[src/rtl/cdtu_pkg.sv]
// Types and constants for the civil date to Unix time unit.
package cdtu_pkg;

   typedef logic signed [41:0] secs_type;
   typedef logic [29:0]        frac_type;
   typedef logic signed [63:0] nanos_type;

   // Word handed from the date stages to the nanosecond scaler.
   typedef struct packed {
      logic     valid;
      secs_type secs;
      frac_type frac;
   } secs_word_type;

   // Sub-second enable bit positions.
   localparam int EN_MS = 0;
   localparam int EN_US = 1;
   localparam int EN_NS = 2;

   localparam logic [3:0] MONTH_FEB = 4'd2;

   // Year is biased by 83 eras so the floor division by 400 works on a
   // positive value; quotient via reciprocal, exact below 91199.
   localparam logic [16:0] YEAR_BIAS     = 17'd33200;
   localparam logic [16:0] YEARS_PER_ERA = 17'd400;
   localparam logic [16:0] ERA_RECIP     = 17'd83887;
   localparam int          ERA_SHIFT     = 25;

   // days = 97*q + 365*yo + yoe/4 - yoe/100 + doy - DAY_BIAS
   // (146097*era - 146000*q folded in, era = q - 83, epoch 719468).
   localparam logic [24:0] ERA_DAY_ADJ   = 25'd97;
   localparam logic [24:0] DAYS_PER_YEAR = 25'd365;
   localparam logic [24:0] DAY_BIAS      = 25'd12845519;

   localparam logic [16:0] SEC_PER_DAY  = 17'd86400;
   localparam logic [11:0] SEC_PER_HOUR = 12'd3600;
   localparam logic [5:0]  SEC_PER_MIN  = 6'd60;

   localparam logic [29:0]        NS_PER_MS    = 30'd1000000;
   localparam logic [29:0]        NS_PER_US    = 30'd1000;
   localparam logic [29:0]        NS_PER_SEC   = 30'd1000000000;
   localparam logic signed [30:0] NS_PER_SEC_S = 31'sd1000000000;

   localparam nanos_type NS_MAX = 64'sh7FFF_FFFF_FFFF_FFFF;
   localparam nanos_type NS_MIN = 64'sh8000_0000_0000_0000;

   // Days from 1 March to the first of the month; March opens the year.
   function automatic logic [8:0] month_offset(input logic [3:0] month);
      logic [8:0] days;
      unique case (month) inside
         4'd3:        days = 9'd0;
         4'd4:        days = 9'd31;
         4'd5:        days = 9'd61;
         4'd6:        days = 9'd92;
         4'd7:        days = 9'd122;
         4'd8:        days = 9'd153;
         4'd9:        days = 9'd184;
         4'd10:       days = 9'd214;
         4'd11:       days = 9'd245;
         4'd0, 4'd12: days = 9'd275;
         4'd1, 4'd13: days = 9'd306;
         4'd2, 4'd14: days = 9'd337;
         default:     days = 9'd367;
      endcase
      return days;
   endfunction

endpackage

[src/rtl/cdtu_ns_scale.sv]
// Seconds to nanoseconds scaler with signed 64-bit saturation, two stages.
module cdtu_ns_scale
   import cdtu_pkg::*;
(
   input  logic          clock,
   input  logic          reset,
   input  secs_word_type in_word,
   output logic          out_valid,
   output secs_type      out_secs,
   output nanos_type     out_nanos,
   output logic          out_sat
);

   localparam int SECS_W = $bits(secs_type);
   localparam int LO_W   = 21;
   localparam int PROD_W = 51;
   localparam int SUM_W  = 73;
   localparam int NS_W   = $bits(nanos_type);

   // stage 4: split multiply
   logic signed [SECS_W-LO_W-1:0] s4_hi_sec;
   logic [LO_W-1:0]               s4_lo_sec;
   logic signed [PROD_W-1:0]      s4_hi_in, s4_hi_ff;
   logic [PROD_W-1:0]             s4_lo_in, s4_lo_ff;
   secs_type                      s4_secs_ff;
   frac_type                      s4_frac_ff;
   logic                          s4_valid_ff;

   // stage 5: recombine and clamp
   logic signed [SUM_W-1:0] s5_total;
   logic                    s5_fits;
   nanos_type               s5_nanos_in, s5_nanos_ff;
   logic                    s5_sat_in, s5_sat_ff;
   secs_type                s5_secs_ff;
   logic                    s5_valid_ff;

   assign s4_hi_sec = in_word.secs[SECS_W-1:LO_W];
   assign s4_lo_sec = in_word.secs[LO_W-1:0];
   assign s4_hi_in  = s4_hi_sec * NS_PER_SEC_S;
   assign s4_lo_in  = s4_lo_sec * NS_PER_SEC;

   always_ff @(posedge clock) begin
      if (reset) begin
         s4_valid_ff <= 1'b0;
         s5_valid_ff <= 1'b0;
      end else begin
         s4_valid_ff <= in_word.valid;
         s5_valid_ff <= s4_valid_ff;
      end
   end

   always_ff @(posedge clock) begin
      s4_hi_ff    <= s4_hi_in;
      s4_lo_ff    <= s4_lo_in;
      s4_secs_ff  <= in_word.secs;
      s4_frac_ff  <= in_word.frac;
      s5_nanos_ff <= s5_nanos_in;
      s5_sat_ff   <= s5_sat_in;
      s5_secs_ff  <= s4_secs_ff;
   end

   // exact value, then check it sits in signed 64 bits
   assign s5_total = (SUM_W'(s4_hi_ff) <<< LO_W) + SUM_W'(s4_lo_ff) + SUM_W'(s4_frac_ff);
   assign s5_fits  = (&s5_total[SUM_W-1:NS_W-1]) | ~(|s5_total[SUM_W-1:NS_W-1]);

   always_comb begin
      s5_sat_in = ~s5_fits;
      if (s5_fits) begin
         s5_nanos_in = s5_total[NS_W-1:0];
      end else if (s5_total[SUM_W-1]) begin
         s5_nanos_in = NS_MIN;
      end else begin
         s5_nanos_in = NS_MAX;
      end
   end

   assign out_valid = s5_valid_ff;
   assign out_secs  = s5_secs_ff;
   assign out_nanos = s5_nanos_ff;
   assign out_sat   = s5_sat_ff;

endmodule

[src/rtl/civil_date_to_unix_nanoseconds_unit.sv]
// Civil date and time to Unix seconds and nanoseconds, top level.
//
// Takes one proleptic Gregorian date and time with a zone offset in minutes
// and gives UTC Unix seconds plus Unix nanoseconds. A word is taken at every
// clock edge where start is high; busy is held low, so a word may be offered
// every cycle and the unit sustains one word per clock. The result is driven
// on the rsp_ ports from the last of five register stages, marked by
// rsp_valid for exactly one cycle; there is no backpressure, so the receiver
// must take it then. The stages are: era split by reciprocal multiply, day
// count, seconds (days times 86400), a split seconds-times-1e9 multiply,
// and the 73-bit recombine with clamp. Fields are not range checked:
// out-of-range hours, minutes, days and sub-second parts roll forward
// linearly, month zero is December of the year before and months thirteen
// to fifteen run on into the next year. unix_seconds is always exact; when
// the nanosecond value leaves signed 64 bits it is held at the nearest bound
// and rsp_range_overflow is raised. Nothing is stored between words and
// there is no start-up pass after reset.
module civil_date_to_unix_nanoseconds_unit
   import cdtu_pkg::*;
(
   input  logic               clock,
   input  logic               reset,
   input  logic               start,
   output logic               busy,
   input  logic signed [15:0] req_year,
   input  logic [3:0]         req_month,
   input  logic [4:0]         req_day,
   input  logic [4:0]         req_hour,
   input  logic [5:0]         req_minute,
   input  logic [5:0]         req_second,
   input  logic [9:0]         req_millisecond,
   input  logic [9:0]         req_microsecond,
   input  logic [9:0]         req_nanosecond,
   input  logic signed [11:0] req_zone_offset_minutes,
   input  logic [2:0]         req_subsecond_enables,
   output logic               rsp_valid,
   output logic signed [41:0] rsp_unix_seconds,
   output logic signed [63:0] rsp_unix_nanoseconds,
   output logic               rsp_range_overflow
);

   // Stage 1: year adjust, era quotient product, day of year, time of day
   // and sub-second sum.
   logic                accept;
   logic signed [16:0]  s1_yadj;
   logic [16:0]         s1_yo_in, s1_yo_ff;
   logic [33:0]         s1_qprod;
   logic [7:0]          s1_q_in, s1_q_ff;
   logic signed [9:0]   s1_doy_in, s1_doy_ff;
   logic signed [18:0]  s1_tod_in, s1_tod_ff;
   logic [29:0]         s1_ms_ns, s1_us_ns, s1_ns_ns;
   frac_type            s1_frac_in, s1_frac_ff;
   logic                s1_valid_ff;

   // Stage 2: year of era, century correction, day count.
   logic [16:0]         s2_q400;
   logic [8:0]          s2_yoe;
   logic [1:0]          s2_cent;
   logic signed [24:0]  s2_days_in, s2_days_ff;
   logic signed [18:0]  s2_tod_ff;
   frac_type            s2_frac_ff;
   logic                s2_valid_ff;

   // Stage 3: seconds.
   secs_type            s3_secs_in, s3_secs_ff;
   frac_type            s3_frac_ff;
   logic                s3_valid_ff;
   secs_word_type       s3_word;

   // No backpressure anywhere, so a word is always welcome.
   assign busy   = 1'b0;
   assign accept = start & ~busy;

   // ---- stage 1 ----
   // January and February (and month zero) count as the tail of the year before.
   assign s1_yadj  = 17'(req_year) - ((req_month <= MONTH_FEB) ? 17'sd1 : 17'sd0);
   assign s1_yo_in = 17'(s1_yadj) + YEAR_BIAS;
   assign s1_qprod = s1_yo_in * ERA_RECIP;
   assign s1_q_in  = s1_qprod[ERA_SHIFT +: 8];

   // Signed: day zero of March gives minus one.
   assign s1_doy_in = 10'(month_offset(req_month)) + 10'(req_day) - 10'd1;

   assign s1_tod_in = 19'(req_hour) * 19'(SEC_PER_HOUR)
                    + 19'(req_minute) * 19'(SEC_PER_MIN)
                    + 19'(req_second)
                    - 19'(req_zone_offset_minutes) * 19'(SEC_PER_MIN);

   assign s1_ms_ns   = req_subsecond_enables[EN_MS] ? 30'(req_millisecond) * NS_PER_MS : '0;
   assign s1_us_ns   = req_subsecond_enables[EN_US] ? 30'(req_microsecond) * NS_PER_US : '0;
   assign s1_ns_ns   = req_subsecond_enables[EN_NS] ? 30'(req_nanosecond) : '0;
   assign s1_frac_in = s1_ms_ns + s1_us_ns + s1_ns_ns;

   // ---- stage 2 ----
   assign s2_q400 = 17'(s1_q_ff) * YEARS_PER_ERA;
   assign s2_yoe  = 9'(s1_yo_ff - s2_q400);

   // yoe / 100 for yoe below 400
   always_comb begin
      if (s2_yoe >= 9'd300) begin
         s2_cent = 2'd3;
      end else if (s2_yoe >= 9'd200) begin
         s2_cent = 2'd2;
      end else if (s2_yoe >= 9'd100) begin
         s2_cent = 2'd1;
      end else begin
         s2_cent = 2'd0;
      end
   end

   // era*146097 + yoe*365 folded into q and yo terms, see package
   assign s2_days_in = 25'(s1_q_ff) * ERA_DAY_ADJ
                     + 25'(s1_yo_ff) * DAYS_PER_YEAR
                     + 25'(s2_yoe[8:2])
                     - 25'(s2_cent)
                     + 25'(s1_doy_ff)
                     - DAY_BIAS;

   // ---- stage 3 ----
   assign s3_secs_in = 42'(s2_days_ff) * 42'(SEC_PER_DAY) + 42'(s2_tod_ff);

   // valid bits
   always_ff @(posedge clock) begin
      if (reset) begin
         s1_valid_ff <= 1'b0;
         s2_valid_ff <= 1'b0;
         s3_valid_ff <= 1'b0;
      end else begin
         s1_valid_ff <= accept;
         s2_valid_ff <= s1_valid_ff;
         s3_valid_ff <= s2_valid_ff;
      end
   end

   // payload, no reset
   always_ff @(posedge clock) begin
      s1_yo_ff   <= s1_yo_in;
      s1_q_ff    <= s1_q_in;
      s1_doy_ff  <= s1_doy_in;
      s1_tod_ff  <= s1_tod_in;
      s1_frac_ff <= s1_frac_in;
      s2_days_ff <= s2_days_in;
      s2_tod_ff  <= s1_tod_ff;
      s2_frac_ff <= s1_frac_ff;
      s3_secs_ff <= s3_secs_in;
      s3_frac_ff <= s2_frac_ff;
   end

   assign s3_word = '{valid: s3_valid_ff, secs: s3_secs_ff, frac: s3_frac_ff};

   // ---- stages 4 and 5: scale to nanoseconds, saturate ----
   cdtu_ns_scale u_ns_scale (
      .clock     (clock),
      .reset     (reset),
      .in_word   (s3_word),
      .out_valid (rsp_valid),
      .out_secs  (rsp_unix_seconds),
      .out_nanos (rsp_unix_nanoseconds),
      .out_sat   (rsp_range_overflow)
   );

endmodule

[config.mk]
export PLATFORM = sky130hd
export DESIGN_NAME = civil_date_to_unix_nanoseconds_unit
export DESIGN_NICKNAME = d
export VERILOG_FILES = /design/src/rtl/cdtu_pkg.sv /design/src/rtl/cdtu_ns_scale.sv /design/src/rtl/civil_date_to_unix_nanoseconds_unit.sv
export SDC_FILE = /design/constraint.sdc
export NUM_CORES = 2
export LEC_CHECK = 0
export BUFFER_PORTS_ARGS = -buffer_cell sky130_fd_sc_hd__clkbuf_2
export CAP_MARGIN = 10
export CORE_UTILIZATION = 55
export DETAILED_ROUTE_END_ITERATION = 10
export PLACE_DENSITY = 0.78
export SYNTH_ARGS = -nofsm -noshare
export SYNTH_HDL_FRONTEND = slang
export SYNTH_HIERARCHICAL = 1
export SYNTH_SLANG_ARGS = --single-unit
[constraint.sdc]
create_clock -name clock -period 11.5 [get_ports clock]
set_input_delay 0.575 -clock clock [delete_from_list [all_inputs] [get_ports clock]]
set_output_delay 0.575 -clock clock [all_outputs]
set_load 0.01 [all_outputs]
==> results.cfg <==
[clock_network]
cts_root_buffer = clkbuf_16
htree_levels = 2
clockBufferDepth = 3
numCtsBuffers = 55
cts_tree = yes
clock_latency_ns = 0.67
cts_setup_buffers = 0
clk_pin_slew_worst_paths_ns = 0.06
cts.sinks = 494
postCtsResizedCells = 0

[floorplanning]
core_sq_um = 106000
die_w_microns = 329
dieArea_sq_um = 108000
num_rows = 119
die_h_microns = 329
pin_count = 199
initial_core_util_pct = 55.6

[grt]
grtUsageMet2_pct = 41.8
grt-busiest-layer = met2
grt_pass1_wl_microns = 207000
met3_usage_pct = 3.17
grt_pass1_vias = 41900
grt-ovfl-total = 0
track_usage_pct = 23.8
grt_start_max_net_pins = 66
antenna_found_initial = 5
use_met1_pct = 30.3

[routing]
viasPerCell = 5.25
totalWireLength_microns = 126000
drt.antenna.violating_nets = 0
drtIter0Drc = 1812
route.vias.total = 39800
drtPass1Iterations = 11
drc_errors = 12
wire_per_inst_microns = 16.6

[logic_synthesis]
yosysSeqAreaShare_pct = 16.8
synth_cell_types = 103
synth_ff_type = dfxtp_1
synthArstFlopShare_pct = 0
synth_warnings = 6
synth_edf_count = 0
synth_area_sq_um = 58700
syn_area_per_cell_sq_um = 9.90
synth_top_cell_by_area = fa_1
syn_inst = 5931
synth_common_cells = inv_1 (1,502), ha_1 (1,140), fa_1 (788)
netlist.area_leader.share_pct = 26.9
synthesis.nets = 7949
synth.most_common_cell = inv_1
yosys-top-cells-area = fa_1 (27%), ha_1 (24%), dfxtp_1 (17%)
ys_ff_latch = 494

[setup_path]
cpPeakStageDelay_ns = 0.55
reg2reg_depth = 23
crit_arrival_ns = 9.84
critPathMaxFanout = 11
crit_type = in2reg
cpMostUsedCell = inv_1
cp_slowest_cell = fa_1
critPathLaunchType = input port
required_ns = 12.05
cp-end-kind = flop

[placed_design]
dp_cells = 7481
place.gp.congestion = 0.957
portBuffers = 197
dp_hpwl_microns = 109000

[hold_path]
min_path_cells = 2
hold_class = in2reg

[final_layout]
areaGrowthSynthToFinish_pct = 7.30
finalNonFillerCells = 7583
multi_input_area_sq_um = 42700
drive_gt1_share_pct = 5.90
nNetsFinal = 8166
ff_latch_area_sq_um = 9890
n_fill_cell = 8690

[timing]
setup_viol = 0
fmax_ghz = 0.108
setup-tns-final_ns = 0
max_slew_margin_pct = 20.2
hold_violations = 0
skew_ns = 0.0496
drv_slew = 0
period_share_pct = 80.8
worst_slew_pin_slew_ns = 1.19
min_period_ns = 9.30
rsz0062_at_grt = no

[job]
cap_violations = 0

[outcome]
violations = DRC
status = finished with violations
## stage by stage
step           cell area [sq um]  util (%)  worst slack, ns  hold slack (ns)
5_1_grt                    63000      59.7             1.33            0.123
6_report                   63000      59.7             2.20            0.141
4_1_cts                    63000      59.7             2.18            0.103
2_1_floorplan              58700         -             2.69            0.310
3_3_place_gp               61100      57.9             1.76            0.310
3_5_place_dp               61100      57.9             1.50            0.312
## flip-flops by register name, indices dropped and copies added, names as in the netlist, 10 cells and up
name and cells:
s1_tod_ff 19, s3_frac_ff 30, s1_yo_ff 17, u_ns_scale/s4_secs_ff 42
s1_doy_ff 10, s2_tod_ff 19, u_ns_scale/s4_frac_ff 30, u_ns_scale/s4_lo_ff 40
u_ns_scale/out_nanos 64, s3_secs_ff 42, u_ns_scale/s4_hi_ff 40, s1_frac_ff 30
u_ns_scale/out_secs 42, s2_frac_ff 30, s2_days_ff 25
## worst max-delay path: cells and delay by family
kind                     cells  cell delay (ns)
AO/OA/AOI/OAI               11             2.68
buffers and inverters        8             0.84
XOR/XNOR                     2             0.66
AND/OR/NAND/NOR              5             1.09
adder cells (fa/ha/maj)     10             3.97
## cells in the final DEF (no fill, tap or decap), types with 8 or more instances in the layout
cell type / Yosys / routed
a211o_1: 13 / 13
a211oi_1: 28 / 28
a21boi_0: 15 / 15
a21o_1: 118 / 118
a21oi_1: 263 / 262
a221oi_1: 8 / 8
a31oi_1: 27 / 27
and2_1: 28 / 28
and3_1: 28 / 28
buf_4: 6 / 13
clkbuf_16: 0 / 55
clkbuf_2: 1 / 197
dfxtp_1: 494 / 494
fa_1: 788 / 788
ha_1: 1140 / 1140
inv_1: 1502 / 1502
mux2i_1: 73 / 73
nand2_1: 198 / 198
nand2b_1: 34 / 34
nand3_1: 73 / 73
nand4_1: 30 / 30
nor2_1: 163 / 163
nor2b_1: 33 / 33
nor3_1: 46 / 46
o2111ai_1: 8 / 8
o211ai_1: 15 / 15
o21a_1: 24 / 24
o21ai_0: 139 / 139
o21bai_1: 50 / 50
o31ai_1: 8 / 8
or2_2: 15 / 15
or3_1: 17 / 17
xnor2_1: 247 / 247
xor2_1: 114 / 114
## metal layers
metal | vias to the layer above | part of all wire [%] | wire (microns)
met1 | 19400 | 43 | 53800
met4 | 2 | 3.1 | 3960
met3 | 171 | 4.6 | 5740
met5 | - | 0.0064 | 8
met2 | 803 | 49 | 62100
li1 | 19400 | - | -
## final timing paths
kind	startpoint	end	slack, ns
worst max register to register	s3_secs_ff[12]$_DFF_P_	u_ns_scale/s4_lo_ff[50]$_DFF_P_	3.93
worst min-delay path	reset	u_ns_scale/out_valid$_SDFF_PP0_	0.14
worst max-delay path	req_month[3]	s1_q_ff[7]$_DFF_P_	2.20
worst min register to register	s3_frac_ff[9]$_DFF_P_	u_ns_scale/s4_frac_ff[9]$_DFF_P_	0.31
## what timing repair did
action	4_1_cts	5_1_grt
hold endpoints to repair	1	0
hold buffers	1	0
setup endpoints to repair	0	0
## final cells by class
class	instances	area share, %
inverters	1502	8.95
diodes	1	0.00397
clock inverters	35	0.717
flip-flops and latches	494	15.7
multi-input cells	3884	67.8
repair buffers	211	1.74
well taps	1391	2.76
clock buffers	65	2.29
## cell families (layout without fill, tap and decap cells)
family / count (synthesis) / count (layout) / share of synthesized area (%)
adders and majority gates: 1928 / 1928 / 51.2
and+or+nand+nor: 713 / 713 / 5.98
AOI/OAI and AO/OA: 804 / 804 / 8.89
DFF: 494 / 494 / 16.8
muxes: 75 / 75 / 1.28
xor gates and xnor gates: 363 / 363 / 5.45
buffers and inverters: 1553 / 1813 / 10.4
other: 1 / 2 / 0.00639
Power is not shown: default switching activity piles up to over one toggle a cycle in this logic, so the estimate is an artifact.
